[config.mk]
export PLATFORM = sky130hd
export DESIGN_NAME = utf8d_back
export DESIGN_NICKNAME = d
export VERILOG_FILES = /design/src/rtl/utf8d_pkg.sv /design/src/rtl/utf8d_back.sv
export SDC_FILE = /design/constraint.sdc
export NUM_CORES = 1
export LEC_CHECK = 0
export ABC_AREA = 1
export BUFFER_PORTS_ARGS = -buffer_cell sky130_fd_sc_hd__buf_2
export CAP_MARGIN = 15
export CORE_ASPECT_RATIO = 1.75
export CORE_MARGIN = 5
export CORE_UTILIZATION = 41
export CTS_CLUSTER_DIAMETER = 120
export DETAILED_ROUTE_END_ITERATION = 8
export PLACE_DENSITY = 0.77
export SKIP_CTS_REPAIR_TIMING = 1
export SYNTH_ARGS = -nofsm -noshare
export SYNTH_HDL_FRONTEND = slang
export SYNTH_SLANG_ARGS = --single-unit
[constraint.sdc]
create_clock -name clk_i -period 2.8 [get_ports clk_i]
set_input_delay 0.14 -clock clk_i [delete_from_list [all_inputs] [get_ports clk_i]]
set_output_delay 0.14 -clock clk_i [all_outputs]
set_load 0.01 [all_outputs]
[src/rtl/utf8d_pkg.sv]
`default_nettype none

package utf8d_pkg;

  // Field widths.
  localparam int unsigned BYTE_W = 8;
  localparam int unsigned CP_W   = 21;
  localparam int unsigned CNT_W  = 3;

  // Bytes of an open sequence that can be held (lead plus two continuations).
  localparam int unsigned HOLD_DEPTH = 3;
  localparam int unsigned HOLD_IDX_W = $clog2(HOLD_DEPTH);

  // Command queue between the front and the back.
  localparam int unsigned FIFO_DEPTH = 2;
  localparam int unsigned FIFO_PTR_W = (FIFO_DEPTH > 1) ? $clog2(FIFO_DEPTH) : 1;
  localparam int unsigned FIFO_CNT_W = $clog2(FIFO_DEPTH + 1);

  // Result kinds as seen on the output channel.
  typedef enum logic [1:0] {
    KIND_VALID   = 2'd0,
    KIND_INVALID = 2'd1,
    KIND_END     = 2'd2
  } kind_e;

  // What the newest byte contributes after any flushed bytes.
  typedef enum logic [1:0] {
    TAIL_NONE,
    TAIL_VALID,
    TAIL_INVALID,
    TAIL_END
  } tail_e;

  // One command: flushed held bytes, then an optional tail result.
  typedef struct packed {
    logic [HOLD_IDX_W-1:0]             flush_n;
    logic [HOLD_DEPTH-1:0][BYTE_W-1:0] flush_bytes;
    tail_e                             tail;
    logic [CP_W-1:0]                   value;
    logic [CNT_W-1:0]                  byte_count;
  } cmd_t;

  // One result beat.
  typedef struct packed {
    kind_e             kind;
    logic [CP_W-1:0]   value;
    logic [CNT_W-1:0]  byte_count;
    logic              might_decompose;
    logic              might_combine;
    logic              last;
  } result_t;

endpackage

`default_nettype wire

[src/rtl/utf8d_back.sv]
`default_nettype none

module utf8d_back import utf8d_pkg::*; (
  input  logic    clk_i,
  input  logic    rst_ni,
  input  logic    cmd_valid_i,
  output logic    cmd_ready_o,
  input  cmd_t    cmd_i,
  output logic    out_valid_o,
  input  logic    out_ready_i,
  output result_t out_o
);

  // Range gate of the decomposition table.
  function automatic logic gate_decompose(input logic [CP_W-1:0] cp);
    logic hit;
    hit = (cp >= 21'h0000A0);
    if (cp > 21'h0033FF && (cp < 21'h00A69C || (cp < 21'h00F900 && cp > 21'h00AB5F))) begin
      hit = 1'b0;
    end
    return hit;
  endfunction

  // Range gate of the combining-class table.
  function automatic logic gate_combine(input logic [CP_W-1:0] cp);
    logic hit;
    hit = (cp >= 21'h000300);
    if (cp > 21'h00309A && (cp < 21'h00A66F || (cp < 21'h00FB1E && cp > 21'h00ABED))) begin
      hit = 1'b0;
    end
    return hit;
  endfunction

  logic [HOLD_IDX_W-1:0] idx_q;
  logic [HOLD_IDX_W-1:0] last_idx;
  logic                  final_item;
  logic                  load;
  logic                  out_valid_q;
  result_t               res_q, res_d;

  // Beat index of the final result of the current command.
  assign last_idx   = cmd_i.flush_n - ((cmd_i.tail == TAIL_NONE) ? 2'd1 : 2'd0);
  assign final_item = (idx_q == last_idx);
  assign load       = cmd_valid_i && (!out_valid_q || out_ready_i);
  assign cmd_ready_o = load && final_item;

  // Pick the flushed byte or the tail result for this beat.
  always_comb begin
    res_d.last = final_item;
    if (idx_q < cmd_i.flush_n) begin
      res_d.kind       = KIND_INVALID;
      res_d.value      = CP_W'(cmd_i.flush_bytes[idx_q]);
      res_d.byte_count = 3'd1;
    end else begin
      res_d.value      = cmd_i.value;
      res_d.byte_count = cmd_i.byte_count;
      case (cmd_i.tail)
        TAIL_VALID: res_d.kind = KIND_VALID;
        TAIL_END:   res_d.kind = KIND_END;
        default:    res_d.kind = KIND_INVALID;
      endcase
    end
    res_d.might_decompose = (res_d.kind == KIND_VALID) && gate_decompose(res_d.value);
    res_d.might_combine   = (res_d.kind == KIND_VALID) && gate_combine(res_d.value);
  end

  // Beat index and output valid.
  always_ff @(posedge clk_i or negedge rst_ni) begin
    if (!rst_ni) begin
      idx_q       <= '0;
      out_valid_q <= 1'b0;
    end else begin
      if (load) begin
        idx_q       <= final_item ? '0 : idx_q + 1'b1;
        out_valid_q <= 1'b1;
      end else if (out_ready_i) begin
        out_valid_q <= 1'b0;
      end
    end
  end

  // Output payload register.
  always_ff @(posedge clk_i) begin
    if (load) begin
      res_q <= res_d;
    end
  end

  assign out_valid_o = out_valid_q;
  assign out_o       = res_q;

endmodule

`default_nettype wire

==> flow_metrics.tcl <==
set metrics [dict create \
    fp.dieH_um 108 \
    final_antenna_net_count 0 \
    antenna_cells 0 \
    status "finished, final reports clean" \
    cts_buffer_depth 2 \
    io_pins 87 \
    fmaxAchievable_mhz 411 \
    cp.required_ps 2840 \
    cts-root-buf "clkbuf_8" \
    pre_cts_slack_ps 364 \
    cts_max_level 2 \
    fin_skew_ps 4.97 \
    die_x_um 66.3 \
    postLayoutCoreUtil 0.526 \
    ys_top_cells_by_count "nand2_1, inv_1, nor2_1, edfxtp_1, nand3_1" \
    fin_crit_ps 2440 \
    place.gp.congestion 0.905 \
    routedWlPerCell_um 12.4 \
    cp-startpoint "idx_q[1]$_DFFE_PN0P_" \
    design.die.area_um2 7190 \
    grtUsageTotal 0.175 \
    vdd_drop_max_mv 0.532 \
    cts_sinks 32 \
    synth.area.top_cells "edfxtp_1, nand2_1, inv_1" \
    portBuffers 86 \
    setup_viol 0 \
    hold_class "primary input to flop" \
    grt_max_degree 30 \
    antenna_found_initial 0 \
    synth_warnings 0 \
    dr.pass1.iters 4 \
    tightestPinTransition_ps 407 \
    end_kind "flop" \
    worstPathMaxFanout 14 \
    synthArstFlopShare 0.0938 \
    yosysTopAreaCell "edfxtp_1" \
    drt-initial-drc-count 99 \
    worst_slack_ps 364 \
    slew_headroom 0.727 \
    core_region_area_um2 5500 \
    fin_nets 469 \
    final_area_um2 2890 \
    cp_data_arrival_time_ps 2480 \
    place_hpwl_mm 5.13 \
    wl_mm 6.04 \
    cts_buffers 5 \
    ys.flop_type "edfxtp_1" \
    area_growth_pct 27.2 \
    critical_path_class "flop to flop" \
    overflow 0 \
    rsz0062_at_grt "false" \
    ys_types 27 \
    synthesis.nets 377 \
    start_util 0.413 \
    synthDominantCellAreaShare 0.383 \
    layout-drive-gt1-share 0.316 \
    maxCapViolations 0 \
    syn_area_per_cell_um2 7.12 \
    netlist_instances 319 \
    vias 2261 \
    finalHoldViolCount 0 \
    final-max-slew-violation-count 0 \
    worstHoldStart "out_ready_i" \
    start_kind "flop" \
    yosysSeqAreaShare 0.417 \
    synth-seq-cells 32 \
    syn_area_um2 2270 \
    grt_pass1_vias 2298 \
    p_leak_nw 1.54 \
    drcViolationCount 0 \
    grt_pass1_wl_mm 9.74 \
    clock_latency_ps 280 \
    synth_most_common_cell "nand2_1" \
    clk_pin_slew_ps 70 \
    placement.cell_area_um2 2770 \
    vias_per_cell 4.63 \
    fin_setup_tns_ps 0 \
    cts_tree "yes" \
    timing.final.crit_share 0.870 \
    power_density_nw_per_um2 904 \
    rows 36 \
    r2r_start "idx_q[1]$_DFFE_PN0P_" \
    power_mw 2.61 \
    synth_edf_count 29 \
]
==> per-stage QoR <==
step	hold WS, ps	cells
2_1_floorplan	-156	319
3_3_place_gp	-60.8	479
3_5_place_dp	-59.7	479
4_1_cts	-370	487
5_1_grt	113	488
6_report	110	488
==> power by group <==
| part | switching [mW] | internal, mW | total (mW) |
|---|---|---|---|
| Clock | 0.179 | 0.263 | 0.442 |
| Combinational | 0.984 | 0.466 | 1.45 |
| Sequential | 0.0381 | 0.681 | 0.719 |
==> cells in the final DEF (no fill, tap or decap), types with 3 or more instances in the layout <==
cell and instances:
o21ai_0 3, nand2_1 112, a21oi_1 3, nor2_4 3, dfrtp_1 3, buf_2 86, edfxtp_1 29, clkbuf_8 5
buf_4 4, nand4_1 6, nor3_1 6, nand2_2 12, nor2_2 7, o21ai_1 3, nor2_1 32, inv_2 5
inv_1 50, nand3_1 24
==> path summary, 6_finish.rpt <==
check	end	slack, ps	depth (start not counted)
setup / recovery	out_o[1]$_DFFE_PP_	360	13
hold / removal	out_valid_o$_DFFE_PN0P_	110	4
setup reg to reg	out_o[1]$_DFFE_PP_	360	13
hold reg to reg	out_valid_o$_DFFE_PN0P_	510	2
max in group asynchronous	idx_q[0]$_DFFE_PN0P_	2490	2
min in group asynchronous	out_valid_o$_DFFE_PN0P_	200	2
==> routing by layer <==
layer	up-vias	global-route usage	share of wire
li1	1174	-	-
met1	994	0.152	0.34
met2	74	0.359	0.58
met3	19	0.0260	0.049
met4	0	0.0872	0.037
met5	-	0	0
==> cell type report <==
type                       instances  area [um2]
clock inverter                     3        42.5
inverter                          57         214
timing repair buffer              91         470
sequential                        32         946
multi-input combinational        224        1050
fill                             596        2610
tap                               76        95.1
clock buffer                       5        68.8
==> cell families (layout without fill, tap and decap cells) <==
group	Yosys count	in the layout	synth area share
fa+ha+maj	2	2	0.0110
compound gates	13	13	0.0380
xor+xnor	3	3	0.0116
buf+inv	63	156	0.121
flops	32	32	0.417
simple gates	206	206	0.402
==> registers in the layout (all words and copies together) (netlist names) <==
register	flops
idx_q	2
out_valid_o	1
out_o	29
==> critical path, stage by stage, from the launching register on <==
cell	delay (ps)
dfrtp_1	450
ha_1	380
nand2_2	90
nand2_4	160
buf_4	200
nand2_1	60
nand2_1	120
nand2_1	90
nor2_1	180
nand3_1	90
nand2_1	70
nand2_1	50
a21oi_1	170
a21oi_2	70
Note: power is estimated with default switching activity, not from simulation.
