### src/rtl/utf8d_pkg.sv
`default_nettype none

package utf8d_pkg;

  // Field widths.
  localparam int unsigned BYTE_W = 8;
  localparam int unsigned CP_W   = 21;
  localparam int unsigned CNT_W  = 3;

  // Bytes of an open sequence that can be held (lead plus two continuations).
  localparam int unsigned HOLD_DEPTH = 3;
  localparam int unsigned HOLD_IDX_W = $clog2(HOLD_DEPTH);

  // Command queue between the front and the back.
  localparam int unsigned FIFO_DEPTH = 2;
  localparam int unsigned FIFO_PTR_W = (FIFO_DEPTH > 1) ? $clog2(FIFO_DEPTH) : 1;
  localparam int unsigned FIFO_CNT_W = $clog2(FIFO_DEPTH + 1);

  // Result kinds as seen on the output channel.
  typedef enum logic [1:0] {
    KIND_VALID   = 2'd0,
    KIND_INVALID = 2'd1,
    KIND_END     = 2'd2
  } kind_e;

  // What the newest byte contributes after any flushed bytes.
  typedef enum logic [1:0] {
    TAIL_NONE,
    TAIL_VALID,
    TAIL_INVALID,
    TAIL_END
  } tail_e;

  // One command: flushed held bytes, then an optional tail result.
  typedef struct packed {
    logic [HOLD_IDX_W-1:0]             flush_n;
    logic [HOLD_DEPTH-1:0][BYTE_W-1:0] flush_bytes;
    tail_e                             tail;
    logic [CP_W-1:0]                   value;
    logic [CNT_W-1:0]                  byte_count;
  } cmd_t;

  // One result beat.
  typedef struct packed {
    kind_e             kind;
    logic [CP_W-1:0]   value;
    logic [CNT_W-1:0]  byte_count;
    logic              might_decompose;
    logic              might_combine;
    logic              last;
  } result_t;

endpackage

`default_nettype wire

### src/rtl/utf8d_front.sv
`default_nettype none

module utf8d_front import utf8d_pkg::*; (
  input  logic              clk_i,
  input  logic              rst_ni,
  input  logic              byte_valid_i,
  input  logic [BYTE_W-1:0] byte_i,
  output logic              byte_ready_o,
  output logic              cmd_valid_o,
  input  logic              cmd_ready_i,
  output cmd_t              cmd_o
);

  // Length of the sequence opened by a lead byte, zero if it opens none.
  function automatic logic [CNT_W-1:0] seq_len(input logic [BYTE_W-1:0] b);
    logic [CNT_W-1:0] len;
    len = 3'd0;
    if (b inside {[8'hC2:8'hDF]}) begin
      len = 3'd2;
    end else if (b inside {[8'hE0:8'hEF]}) begin
      len = 3'd3;
    end else if (b inside {[8'hF0:8'hF4]}) begin
      len = 3'd4;
    end
    return len;
  endfunction

  // Extra range rules on the byte right after the E0, F0 and F4 leads.
  function automatic logic second_ok(input logic [BYTE_W-1:0] lead,
                                     input logic [BYTE_W-1:0] b);
    logic ok;
    ok = 1'b1;
    if (lead == 8'hE0 && b <= 8'h9F) ok = 1'b0;
    if (lead == 8'hF0 && b <= 8'h8F) ok = 1'b0;
    if (lead == 8'hF4 && b >= 8'h90) ok = 1'b0;
    return ok;
  endfunction

  logic [HOLD_DEPTH-1:0][BYTE_W-1:0] held_q, held_d;
  logic [HOLD_IDX_W-1:0]             held_n_q, held_n_d;

  logic [BYTE_W-1:0] lead;
  logic [CNT_W-1:0]  need;
  logic              ext_ok;
  logic              complete;
  logic              accept;
  cmd_t              cmd;

  assign lead = held_q[0];
  assign need = seq_len(lead);

  // The new byte extends the open sequence if it is a continuation byte
  // that also obeys the second-byte rule.
  assign ext_ok = (held_n_q != '0) && (byte_i[7:6] == 2'b10)
                  && ((held_n_q != 2'd1) || second_ok(lead, byte_i));
  assign complete = ext_ok && (({1'b0, held_n_q} + 3'd1) == need);

  // Classify the byte against the held bytes and build the command.
  always_comb begin
    held_d          = held_q;
    held_n_d        = held_n_q;
    cmd.flush_n     = '0;
    cmd.flush_bytes = held_q;
    cmd.tail        = TAIL_NONE;
    cmd.value       = CP_W'(byte_i);
    cmd.byte_count  = 3'd1;
    if (ext_ok) begin
      if (complete) begin
        cmd.tail       = TAIL_VALID;
        cmd.byte_count = need;
        held_n_d       = '0;
        case (need)
          3'd2: cmd.value = CP_W'({lead[4:0], byte_i[5:0]});
          3'd3: cmd.value = CP_W'({lead[3:0], held_q[1][5:0], byte_i[5:0]});
          default: cmd.value = {lead[2:0], held_q[1][5:0], held_q[2][5:0], byte_i[5:0]};
        endcase
      end else begin
        held_d[held_n_q] = byte_i;
        held_n_d         = held_n_q + 2'd1;
      end
    end else begin
      // A broken sequence flushes every held byte, then the byte starts anew.
      cmd.flush_n = held_n_q;
      held_n_d    = '0;
      if (byte_i == '0) begin
        cmd.tail       = TAIL_END;
        cmd.value      = '0;
        cmd.byte_count = '0;
      end else if (!byte_i[7]) begin
        cmd.tail = TAIL_VALID;
      end else if (seq_len(byte_i) != '0) begin
        held_d[0] = byte_i;
        held_n_d  = 2'd1;
      end else begin
        cmd.tail = TAIL_INVALID;
      end
    end
  end

  assign byte_ready_o = cmd_ready_i;
  assign accept       = byte_valid_i && byte_ready_o;
  assign cmd_valid_o  = byte_valid_i && ((cmd.flush_n != '0) || (cmd.tail != TAIL_NONE));
  assign cmd_o        = cmd;

  // Count of held bytes.
  always_ff @(posedge clk_i or negedge rst_ni) begin
    if (!rst_ni) begin
      held_n_q <= '0;
    end else if (accept) begin
      held_n_q <= held_n_d;
    end
  end

  // Held byte storage.
  always_ff @(posedge clk_i) begin
    if (accept) begin
      held_q <= held_d;
    end
  end

endmodule

`default_nettype wire

### config.mk
export PLATFORM = sky130hd
export DESIGN_NAME = utf8d_front
export DESIGN_NICKNAME = d
export VERILOG_FILES = /design/src/rtl/utf8d_pkg.sv /design/src/rtl/utf8d_front.sv
export SDC_FILE = /design/constraint.sdc
export NUM_CORES = 1
export LEC_CHECK = 0
export ABC_AREA = 1
export BUFFER_PORTS_ARGS = -buffer_cell sky130_fd_sc_hd__buf_2
export CAP_MARGIN = 10
export CORE_ASPECT_RATIO = 1.75
export CORE_MARGIN = 2
export CORE_UTILIZATION = 40
export DETAILED_ROUTE_END_ITERATION = 10
export GPL_TIMING_DRIVEN = 0
export PLACE_DENSITY = 0.68
export RECOVER_POWER = 50
export SLEW_MARGIN = 20
export SYNTH_ARGS = -nofsm -noshare
export SYNTH_HDL_FRONTEND = slang
export SYNTH_SLANG_ARGS = --single-unit
### constraint.sdc
create_clock -name clk_i -period 2.5 [get_ports clk_i]
set_input_delay 0.5 -clock clk_i [delete_from_list [all_inputs] [get_ports clk_i]]
set_output_delay 0.5 -clock clk_i [all_outputs]
set_load 0.005 [all_outputs]
==> impl_metrics.ini <==
[run_status]
status = complete, no violations

[place]
dp_hpwl_um = 3380
placed_cell_area_um2 = 2000
preCtsSetupSlack_ns = -0.144
port_buffers = 65
gp_congestion = 0.874

[timing]
slew_viol_final = 0
hold_viol = 0
worst_pin_slew_ns = 0.617
setup_ws_ns = 0.00993
rsz0062_at_grt = yes
fin_crit_sh_pct = 99.6
fmax_ghz = 0.402
setup_viol = 0
clock_skew_ns = 0.00702
slew_headroom_pct = 58.7
post-route-min-period_ns = 2.49
whs_ns = 0.490

[global_routing]
grt_max_degree = 16
grt_pass1_wl_um = 6890
antenna_found_initial = 0
grt_overflow = 0
first_global_vias = 1468
grt.total_usage_pct = 20.5

[clock_tree]
cts_root_buffer = clkbuf_8
path_clk_slew_ns = 0.09
cts_sinks = 26
htreeDepth = 1
cts_buffer_depth = 2
clock_latency_ns = 0.27
cts_tree = built
cts_made_buffers = 3

[setup_path]
crit_end = cmd_o[23]
path_class = reg -> out
critPathRequiredTime_ns = 2.00
r2r-start = lead[1]
worstSetupStartpoint = lead[1]
max_stage_delay_ns = 0.44
worst_path_max_delay_cell = edfxtp_1
reg2reg_to = lead[2]
endpoint_kind = output port
rrSetupSlack_ns = 0.23
r2r_cells = 10
critical_path.most_common_cell = nand2_2
worstPathArrival_ns = 1.99
crit_fanout = 5
path_cells = buf_6, nor2_4, nand2_2, nand2_2, nand2_2, nand2_2, nand2_2, nor2_4, nand2_4, nor2_4, nand2_2, nor2_1, buf_2
worst_setup_path_start_kind = register

[pwr]
p_total_uw = 1000
leakage_nw = 1.07
power_density_nw_per_um2 = 437
irDropWorstVdd_mv = 0.357

[synthesis]
synth-seq-area-share_pct = 47.9
synthDominantCellAreaShare_pct = 44.8
synth_edf_count = 24
async_reset_ff_share_pct = 7.69
synth_top_area_cell = edfxtp_1
syn_nets = 213
synth_most_common_cell = nand2_1
ys_seq_elements = 26
ys_top_cells_by_area = edfxtp_1 45%, nand2_1 12%, nor2_1 7.2%, inv_1 6.1%, dfrtp_1 3.1%
synthTopCellsByCount = 53 x nand2_1, 31 x nor2_1, 26 x inv_1
ys_warn_count = 0
syn_inst = 197
ys_types = 31
syn_area_um2 = 1610
synth_flop_cell = edfxtp_1
syn_area_per_cell_um2 = 8.17

[die]
die_area_um2 = 4570
initial_core_util_pct = 41.7
io_pins = 66
coreArea_um2 = 3870
rows = 30
die_h_um = 87.9
fp.dieW_um = 52.0

[finish]
fillCellCount = 377
diodes = 0
final_util_pct = 59.1
design_area_um2 = 2290
final_nets = 303
drive_gt1_share_pct = 39.5
area_growth_pct = 42.0

[routing]
drcViolationCount = 0
dr.pass1.iters = 4
first_iter_violations = 36
drt.antenna.violating_nets = 0
post_drt_wl_per_cell_um = 14.0
wirelength_um = 4670
via_per_inst = 4.94
num_vias = 1650

[job]
drv_cap = 0

[worst_hold_path]
hold_path_class = in -> reg
[power by group]
part / total, mW / internal (mW) / leakage [nW] / switching (mW)
Clock: 0.350 / 0.214 / 0.0357 / 0.136
Sequential: 0.488 / 0.482 / 0.241 / 0.00584
Combinational: 0.162 / 0.0665 / 0.798 / 0.0952
[state kept, by name, indices dropped and copies added (netlist names)]
signal and cells:
cmd_o 16, lead 8, held_n_q 2
[through the flow]
step / TNS (ns) / std cells
after global routing: -1.21 / 334
after global placement: -0.487 / 310
after CTS: -0.00419 / 327
after detailed placement: -1.01 / 310
after floorplan: 0 / 197
final: 0 / 334
[cell type report]
class / instances / area, um^2 / area share, %
Buffer: 11 / 58.8 / 2.57
Multi-Input combinational cell: 133 / 761 / 33.3
Timing Repair Buffer: 85 / 462 / 20.2
Sequential cell: 26 / 772 / 33.8
Inverter: 27 / 101 / 4.43
Clock buffer: 3 / 41.3 / 1.81
Tap cell: 48 / 60.1 / 2.63
Clock inverter: 1 / 30.0 / 1.31
[cells by family after synthesis]
| kind of cell | count (synthesis) | share of synthesized area (%) |
|---|---|---|
| muxes | 1 | 0.622 |
| and+or+nand+nor | 111 | 30.1 |
| AOI/OAI and AO/OA | 16 | 8.31 |
| DFF | 26 | 47.9 |
| buffers and inverters | 39 | 9.95 |
| adders and majority gates | 4 | 3.11 |
[worst max-delay path, delay by kind of cell (launching register included)]
kind / cells / cell delay [ns]
buf+inv: 2 / 0.27
flops: 1 / 0.44
simple gates: 11 / 0.99
[repair_timing]
action | CTS | global route
cloned | 0 | 1
hold buffers | 1 | 0
buffers inserted | 13 | 6
endpoints found under the setup margin | 29 | 37
pin swaps | 1 | 16
hold endpoints to repair | 2 | 0
gates resized for setup | 4 | 24
[how the worst min path moves through the flow]
stage                     startpoint     endpoint  cells after the start  slack, ns
after floorplan               rst_ni  held_n_q[0]                      0       0.20
after global placement        rst_ni  held_n_q[0]                      1       0.28
after detailed placement      rst_ni  held_n_q[0]                      1       0.29
after CTS                  byte_i[3]    cmd_o[45]                      1       0.44
after global routing       byte_i[4]    cmd_o[46]                      1       0.50
final                      byte_i[4]    cmd_o[46]                      1       0.49
[cell usage in the layout (no fill, tap or decap), types with 2 or more instances in the layout]
| cell type | instances |
|---|---|
| nand2_1 | 44 |
| clkbuf_2 | 4 |
| o21ai_0 | 4 |
| buf_2 | 47 |
| edfxtp_1 | 24 |
| nor2_4 | 4 |
| nor2_1 | 25 |
| inv_2 | 3 |
| nand2_4 | 3 |
| a31oi_1 | 2 |
| inv_1 | 24 |
| nor3_2 | 2 |
| nand4_1 | 6 |
| a21oi_2 | 4 |
| nand2_2 | 11 |
| ha_1 | 3 |
| nor2_2 | 5 |
| clkbuf_1 | 23 |
| clkbuf_8 | 3 |
| nand3_1 | 9 |
| buf_4 | 18 |
[routing by layer]
metal  vias up  part of all wire [%]  track usage (%)
met5         -                     0                0
met3        13                   4.4             1.37
met4         0                   2.5             8.85
met2        60                    56             38.8
met1       770                    37             22.5
li1        807                     -                -
No activity file was read; power rests on OpenSTA's default activity.
