[src/rtl/utf8d_pkg.sv]
`default_nettype none

package utf8d_pkg;

  // Field widths.
  localparam int unsigned BYTE_W = 8;
  localparam int unsigned CP_W   = 21;
  localparam int unsigned CNT_W  = 3;

  // Bytes of an open sequence that can be held (lead plus two continuations).
  localparam int unsigned HOLD_DEPTH = 3;
  localparam int unsigned HOLD_IDX_W = $clog2(HOLD_DEPTH);

  // Command queue between the front and the back.
  localparam int unsigned FIFO_DEPTH = 2;
  localparam int unsigned FIFO_PTR_W = (FIFO_DEPTH > 1) ? $clog2(FIFO_DEPTH) : 1;
  localparam int unsigned FIFO_CNT_W = $clog2(FIFO_DEPTH + 1);

  // Result kinds as seen on the output channel.
  typedef enum logic [1:0] {
    KIND_VALID   = 2'd0,
    KIND_INVALID = 2'd1,
    KIND_END     = 2'd2
  } kind_e;

  // What the newest byte contributes after any flushed bytes.
  typedef enum logic [1:0] {
    TAIL_NONE,
    TAIL_VALID,
    TAIL_INVALID,
    TAIL_END
  } tail_e;

  // One command: flushed held bytes, then an optional tail result.
  typedef struct packed {
    logic [HOLD_IDX_W-1:0]             flush_n;
    logic [HOLD_DEPTH-1:0][BYTE_W-1:0] flush_bytes;
    tail_e                             tail;
    logic [CP_W-1:0]                   value;
    logic [CNT_W-1:0]                  byte_count;
  } cmd_t;

  // One result beat.
  typedef struct packed {
    kind_e             kind;
    logic [CP_W-1:0]   value;
    logic [CNT_W-1:0]  byte_count;
    logic              might_decompose;
    logic              might_combine;
    logic              last;
  } result_t;

endpackage

`default_nettype wire

[src/rtl/utf8d_cmd_fifo.sv]
`default_nettype none

module utf8d_cmd_fifo import utf8d_pkg::*; (
  input  logic clk_i,
  input  logic rst_ni,
  input  logic push_valid_i,
  output logic push_ready_o,
  input  cmd_t push_cmd_i,
  output logic pop_valid_o,
  input  logic pop_ready_i,
  output cmd_t pop_cmd_o
);

  cmd_t                  mem_q [FIFO_DEPTH];
  logic [FIFO_PTR_W-1:0] wr_ptr_q, rd_ptr_q;
  logic [FIFO_CNT_W-1:0] count_q;
  logic                  push, pop;

  assign push_ready_o = (count_q != FIFO_CNT_W'(FIFO_DEPTH));
  assign pop_valid_o  = (count_q != '0);
  assign pop_cmd_o    = mem_q[rd_ptr_q];
  assign push         = push_valid_i && push_ready_o;
  assign pop          = pop_valid_o && pop_ready_i;

  function automatic logic [FIFO_PTR_W-1:0] ptr_next(input logic [FIFO_PTR_W-1:0] p);
    return (p == FIFO_PTR_W'(FIFO_DEPTH - 1)) ? '0 : p + 1'b1;
  endfunction

  // Pointers and fill level.
  always_ff @(posedge clk_i or negedge rst_ni) begin
    if (!rst_ni) begin
      wr_ptr_q <= '0;
      rd_ptr_q <= '0;
      count_q  <= '0;
    end else begin
      if (push) wr_ptr_q <= ptr_next(wr_ptr_q);
      if (pop) rd_ptr_q <= ptr_next(rd_ptr_q);
      if (push && !pop) begin
        count_q <= count_q + 1'b1;
      end else if (pop && !push) begin
        count_q <= count_q - 1'b1;
      end
    end
  end

  // Entry storage.
  always_ff @(posedge clk_i) begin
    if (push) begin
      mem_q[wr_ptr_q] <= push_cmd_i;
    end
  end

endmodule

`default_nettype wire

[config.mk]
export PLATFORM = sky130hd
export DESIGN_NAME = utf8d_cmd_fifo
export DESIGN_NICKNAME = d
export VERILOG_FILES = /design/src/rtl/utf8d_pkg.sv /design/src/rtl/utf8d_cmd_fifo.sv
export SDC_FILE = /design/constraint.sdc
export NUM_CORES = 1
export LEC_CHECK = 0
export ABC_AREA = 1
export BUFFER_PORTS_ARGS = -buffer_cell sky130_fd_sc_hd__buf_2
export CORE_ASPECT_RATIO = 1.1
export CORE_MARGIN = 5
export CORE_UTILIZATION = 47
export CTS_CLUSTER_DIAMETER = 100
export DETAILED_ROUTE_END_ITERATION = 8
export PLACE_DENSITY = 0.76
export SYNTH_ARGS = -nofsm -noshare
export SYNTH_HDL_FRONTEND = slang
export SYNTH_SLANG_ARGS = --single-unit
[constraint.sdc]
create_clock -name clk_i -period 3.4 [get_ports clk_i]
set_input_delay 0.17 -clock clk_i [delete_from_list [all_inputs] [get_ports clk_i]]
set_output_delay 0.17 -clock clk_i [all_outputs]
set_load 0.02 [all_outputs]
==> impl_results.md, run 1 <==
* Netlist Area Pre-Place at 0.00404 sq mm
* GP Congestion at 0.744
* Grt total ovfl at 0
* Post-route minimum period at 2.08 ns
* Diodes inserted at 0
* Clk buf depth at 2
* Vias per std cell at 4.55
* Max Clk Rate at 0.481 GHz
* Die area at 0.0105 sq mm
* Commonest non-fill, non-tap cell in the layout: nand2_1
* Via count at 2,621
* Crit Path Max Fanout at 53
* Ys Warns at 0
* Number of global-route vias before repair at 2,702
* Total of max-cap violations at 0
* DR iter-0 viols at 137
* Sink Count at 108
* Avg Cell Area, Syn at 13.5 sq um
* CTS root buf: clkbuf_8
* DP Wirelength at 4910 microns
* WL final at 7940 microns
* FP Rows at 35
* Setup TNS at 0 ns
* Core area at 0.00841 sq mm
* Period utilisation layout at 0.611
* VDD IR-drop max at 0.405 mV
* WP data required at 3.23 ns
* Antenna violations before repair at 0
* Cell area power density at 816 mW/mm^2
* Data arrival time of the critical path at 1.91 ns
* Fin Hold WS at 0.0232 ns
* Hold Vio Cnt, Final at 0
* Critical Path End: pop_cmd_o[31]
* Share of cells above drive strength 1 at 0.286
* ANT nets after route at 0
* Multi-input gate area at 694 sq um
* Largest net degree at the start of global routing at 54
* Clock Skew at 0.0111 ns
* Placed Cells at 512
* Post-CTS Setup Inserts at 0
* Worst Tran Pin Value at 0.711 ns
* First-pass GRT wire length at 12,700 microns
* Starting Density at 0.480
* DRC violations left at 0
* R2R setup slack at 1.69 ns
* #FFs+latches synth at 108
* Port Buf Inserts at 109
* Post-CTS Resized at 0
* Tot GR Track Use at 0.154
* Worst flop-to-flop path startpoint: count_q[0]
* Critical path type: flop to output port
* Drt wl/cell at 13.8 microns
* Htree depth at 3
* CTS tree: done
* Worst setup SP type: flop
* Die Y at 107 microns
* Syn_nets at 357
* Worst-skew pair later-pin latency at 0.35 ns
* Setup violators final at 0
* Max_slew headroom at 0.526
* Reg2Reg Depth at 5
* Die Width at 98.4 microns
* Synthesized netlist cell count at 300
* Nets at 517
* Unique cell type count in the Yosys netlist at 14
* Worst Setup SP: rd_ptr_q
* Post-CTS Hold Buffers at 46
* Synth-to-Final Area Change at 32.3%
* Clk slew on worst S/H paths at 0.09 ns
* Number of CTS-inserted buffers at 9
* # fillers at 665
* CP Capture Type: output port
* Status: completed
* RSZ-0062 raised after global routing: no
* Hold crit path type: input port to flop
* Sequential cell area at 0.00322 sq mm
* Leakage power at 2.32 nW
* Max-slew violations at 0
* Register area share after synthesis at 0.798
* Pre-antenna DRT Iters at 4
* # IOs at 110
* Reg2reg end: mem_q[0][44]
* Layout Cells excl Fill at 576
* Most frequent cells in the layout: nand2_1 (165), buf_2 (109), edfxtp_1 (104), dlygate4sd3_1 (48), clkbuf_8 (9)
-- logic make-up (layout without fill, tap and decap cells) --
| group | count (synthesis) | after routing | synth area share |
|---|---|---|---|
| AND/OR/NAND/NOR | 171 | 171 | 0.161 |
| flip-flops | 108 | 108 | 0.798 |
| buffers and inverters | 18 | 183 | 0.0338 |
| XOR/XNOR | 2 | 2 | 0.00434 |
| adder cells (fa/ha/maj) | 1 | 1 | 0.00310 |
-- critical path, cell delays in order (launching register included) --
cell	delay, ns
dfrtp_2	0.84
inv_6	0.32
nand2_1	0.14
nand2_1	0.08
buf_2	0.17
-- Yosys cell counts --
| cell | n | area, sq um |
|---|---|---|
| nand2_1 | 165 | 619 |
| edfxtp_1 | 104 | 3120 |
| buf_6 | 6 | 67.6 |
| inv_1 | 6 | 22.5 |
| buf_4 | 5 | 37.5 |
| dfrtp_1 | 4 | 100 |
| nand3_1 | 2 | 10.0 |
| nor2_1 | 2 | 7.51 |
| ha_1 | 1 | 12.5 |
| inv_6 | 1 | 8.76 |
| nand2_2 | 1 | 6.26 |
| nand4_1 | 1 | 6.26 |
| xnor2_1 | 1 | 8.76 |
| xor2_1 | 1 | 8.76 |
-- worst min-delay path by stage --
stage | endpoint | cells after the start | from | slack, ns
after floorplan | count_q[0] | 0 | rst_ni | -0.13
after global placement | count_q[1] | 1 | rst_ni | -0.02
after detailed placement | count_q[1] | 1 | rst_ni | -0.02
after CTS | mem_q[0][2] | 1 | push_cmd_i[2] | 0.001
after global routing | mem_q[1][30] | 1 | push_cmd_i[30] | 0.0002
final | mem_q[1][30] | 1 | push_cmd_i[30] | 0.02
-- state kept, by name, indices dropped and copies added (netlist names) --
signal / flops
wr_ptr_q: 1
count_q: 2
rd_ptr_q: 1
mem_q: 104
-- metrics by stage --
stage | cell area, sq um | setup slack [ns] | total power [mW] | utilization
floorplan | 4040 | 0.0197 | 3.10 | -
global placement | 4660 | 1.68 | 3.56 | 0.554
detailed placement | 4660 | 1.66 | 3.60 | 0.554
CTS | 5320 | 1.26 | 4.42 | 0.633
global route | 5340 | 1.14 | 4.64 | 0.636
finish | 5340 | 1.32 | 4.36 | 0.636
-- cell type report --
cell class / instances / area share
well taps: 111 / 0.0260
multi-input cells: 174 / 0.130
inverters: 7 / 0.00585
repair buffers: 160 / 0.196
clock buffers: 9 / 0.0232
flip-flops and latches: 108 / 0.603
clock inverters: 7 / 0.0155
-- where the power goes --
part / switching [mW] / internal (mW)
sequential: 0.143 / 1.82
combinational: 1.13 / 0.482
clock: 0.434 / 0.354
total: 1.70 / 2.66
-- routing by layer --
metal  GRT usage  vias up  part of all wire
li1            -     1325                 -
met1       0.188     1197              0.42
met2       0.267       88              0.51
met3      0.0364       11             0.061
met4      0.0546        0             0.014
met5           0        -                 0
No activity file was read; power rests on OpenSTA's default activity.
==> inputs of run 2 (changes only) <==
clock period = 1.8 ns   (was 3.4 ns; I/O delays follow)
==> run 2 against run 1 <==
Utilization up 1.9 points. Via count increased by 3.2%. Sequential share of layout area decreased by 1.7 points. First-iteration DRC count decreased by 0.73%. Register-to-register slack lost 1.3 ns. Critical path type unchanged. Critical endpoint is now pop_cmd_o[7]. Highest routed layer unchanged.
==> impl_results.md, run 2 (synthesized netlist as in run 1, its figures left out) <==
* WL final at 8180 microns
* ANT nets after route at 0
* Post-route minimum period at 1.60 ns
* Pre-antenna DRT Iters at 5
* Drt wl/cell at 14.0 microns
* Htree depth at 3
* # IOs at 110
* Grt total ovfl at 0
* CTS root buf: clkbuf_8
* VDD IR-drop max at 0.802 mV
* CTS tree: done
* Largest register FFs at 104
* Share of cells above drive strength 1 at 0.292
* Placed Cells at 515
* Status: completed
* First-pass GRT wire length at 13,000 microns
* Hold Vio Cnt, Final at 0
* CP peak stage delay at 0.45 ns
* Post-CTS Setup Inserts at 0
* Largest registers: mem_q x104, count_q x2
* DR iter-0 viols at 136
* Crit-path cells: inv_6, nand2_1, nand2_1, buf_2
* FP Rows at 35
* RSZ-0062 raised after global routing: no
* Port Buf Inserts at 109
* Largest net degree at the start of global routing at 54
* Most used cell, CP: nand2_1
* DP Wirelength at 4900 microns
* Number of CTS-inserted buffers at 9
* Worst setup SP type: flop
* Slowest stage cell, crit path: dfrtp_2
* Critical path type: flop to output port
* Period utilisation layout at 0.888
* Max-slew violations at 0
* Die Y at 107 microns
* Commonest non-fill, non-tap cell in the layout: nand2_1
* GP Congestion at 0.776
* Nets at 525
* Starting Density at 0.480
* Number of global-route vias before repair at 2,710
* Worst hold path startpoint: pop_ready_i
* R2R setup slack at 0.36 ns
* Setup violators final at 0
* Clk buf depth at 2
* Antenna violations before repair at 0
* Leakage power at 2.38 nW
* Post-CTS Hold Buffers at 53
* Hold Path Stages at 3
* Final Cell Area at 0.00550 sq mm
* Tot GR Track Use at 0.159
* Total of max-cap violations at 0
* Reg2Reg Depth at 9
* DRC violations left at 0
* Most frequent cells in the layout: nand2_1 (164), buf_2 (109), edfxtp_1 (104), dlygate4sd3_1 (53), clkbuf_8 (9)
* Vias per std cell at 4.63
* Synth-to-Final Area Change at 36.2%
* Via count at 2,704
* Reg2reg end: count_q[1]
* Most flop-heavy register: mem_q
* Worst-skew pair later-pin latency at 0.36 ns
* Crit Path Max Fanout at 53
* Die area at 0.0105 sq mm
* WHS Endpoint: rd_ptr_q
* Layout Cells excl Fill at 584
* Worst flop-to-flop path startpoint: count_q[0]
* Die Width at 98.4 microns
* Worst Tran Pin Value at 0.404 ns
* Placed Area at 0.00474 sq mm
* WP data required at 1.71 ns
* Core area at 0.00841 sq mm
* CP Capture Type: output port
* Post-CTS Resized at 0
* Clk slew on worst S/H paths at 0.09 ns
* Sink Count at 108
* Cell area power density at 1550 mW/mm^2
* Data arrival time of the critical path at 1.51 ns
* Max_slew headroom at 0.731
* Clock Skew at 0.0141 ns
* Diodes inserted at 0
* Max Clk Rate at 0.625 GHz
* Hold crit path type: input port to flop
## run 2: area by class of cell
| cell class | count | area (sq um) |
|---|---|---|
| inverter | 7 | 31.3 |
| clock buffer | 9 | 124 |
| multi-input combinational | 174 | 707 |
| clock inverter | 7 | 104 |
| sequential | 108 | 3220 |
| timing repair buffer | 168 | 1170 |
| fill | 621 | 2910 |
| tap | 111 | 139 |
## run 2: worst max path at each step
stage                     startpoint            end  depth (start not counted)
after global placement    count_q[0]     count_q[1]                          9
after CTS                   rd_ptr_q   pop_cmd_o[7]                          4
final                       rd_ptr_q   pop_cmd_o[7]                          4
after global routing        rd_ptr_q  pop_cmd_o[15]                          4
after detailed placement  count_q[0]     count_q[1]                          9
after floorplan           count_q[0]    mem_q[0][0]                          4
## run 2: per-stage QoR
step	setup WS, ns	hold WS, ns	utilization	power [mW]	setup TNS (ns)
6_report	0.201	0.0314	0.654	8.54	0
5_1_grt	0.0753	0.0176	0.654	9.06	0
3_3_place_gp	0.441	-0.101	0.564	6.85	0
2_1_floorplan	-0.0317	-0.206	-	5.87	-2.15
4_1_cts	0.187	0.0148	0.654	8.62	0
3_5_place_dp	0.371	-0.0966	0.564	6.93	0
## run 2: critical path, delay by kind of cell (launching register included)
| kind | cells | cell delay, ns |
|---|---|---|
| flip-flops | 1 | 0.45 |
| AND/OR/NAND/NOR | 2 | 0.20 |
| buffers and inverters | 2 | 0.48 |
## run 2: layer usage
metal,part of all wire,up-vias,global-route usage
li1,-,1342,-
met1,0.39,1274,0.181
met2,0.54,77,0.288
met3,0.054,11,0.0455
met4,0.014,0,0.0468
met5,0,-,0
## run 2: power breakdown
part	internal (mW)	total (mW)	switching (mW)
Clock	0.804	1.61	0.809
Sequential	3.43	3.59	0.162
Combinational	1.04	3.33	2.30
Total	5.27	8.54	3.27
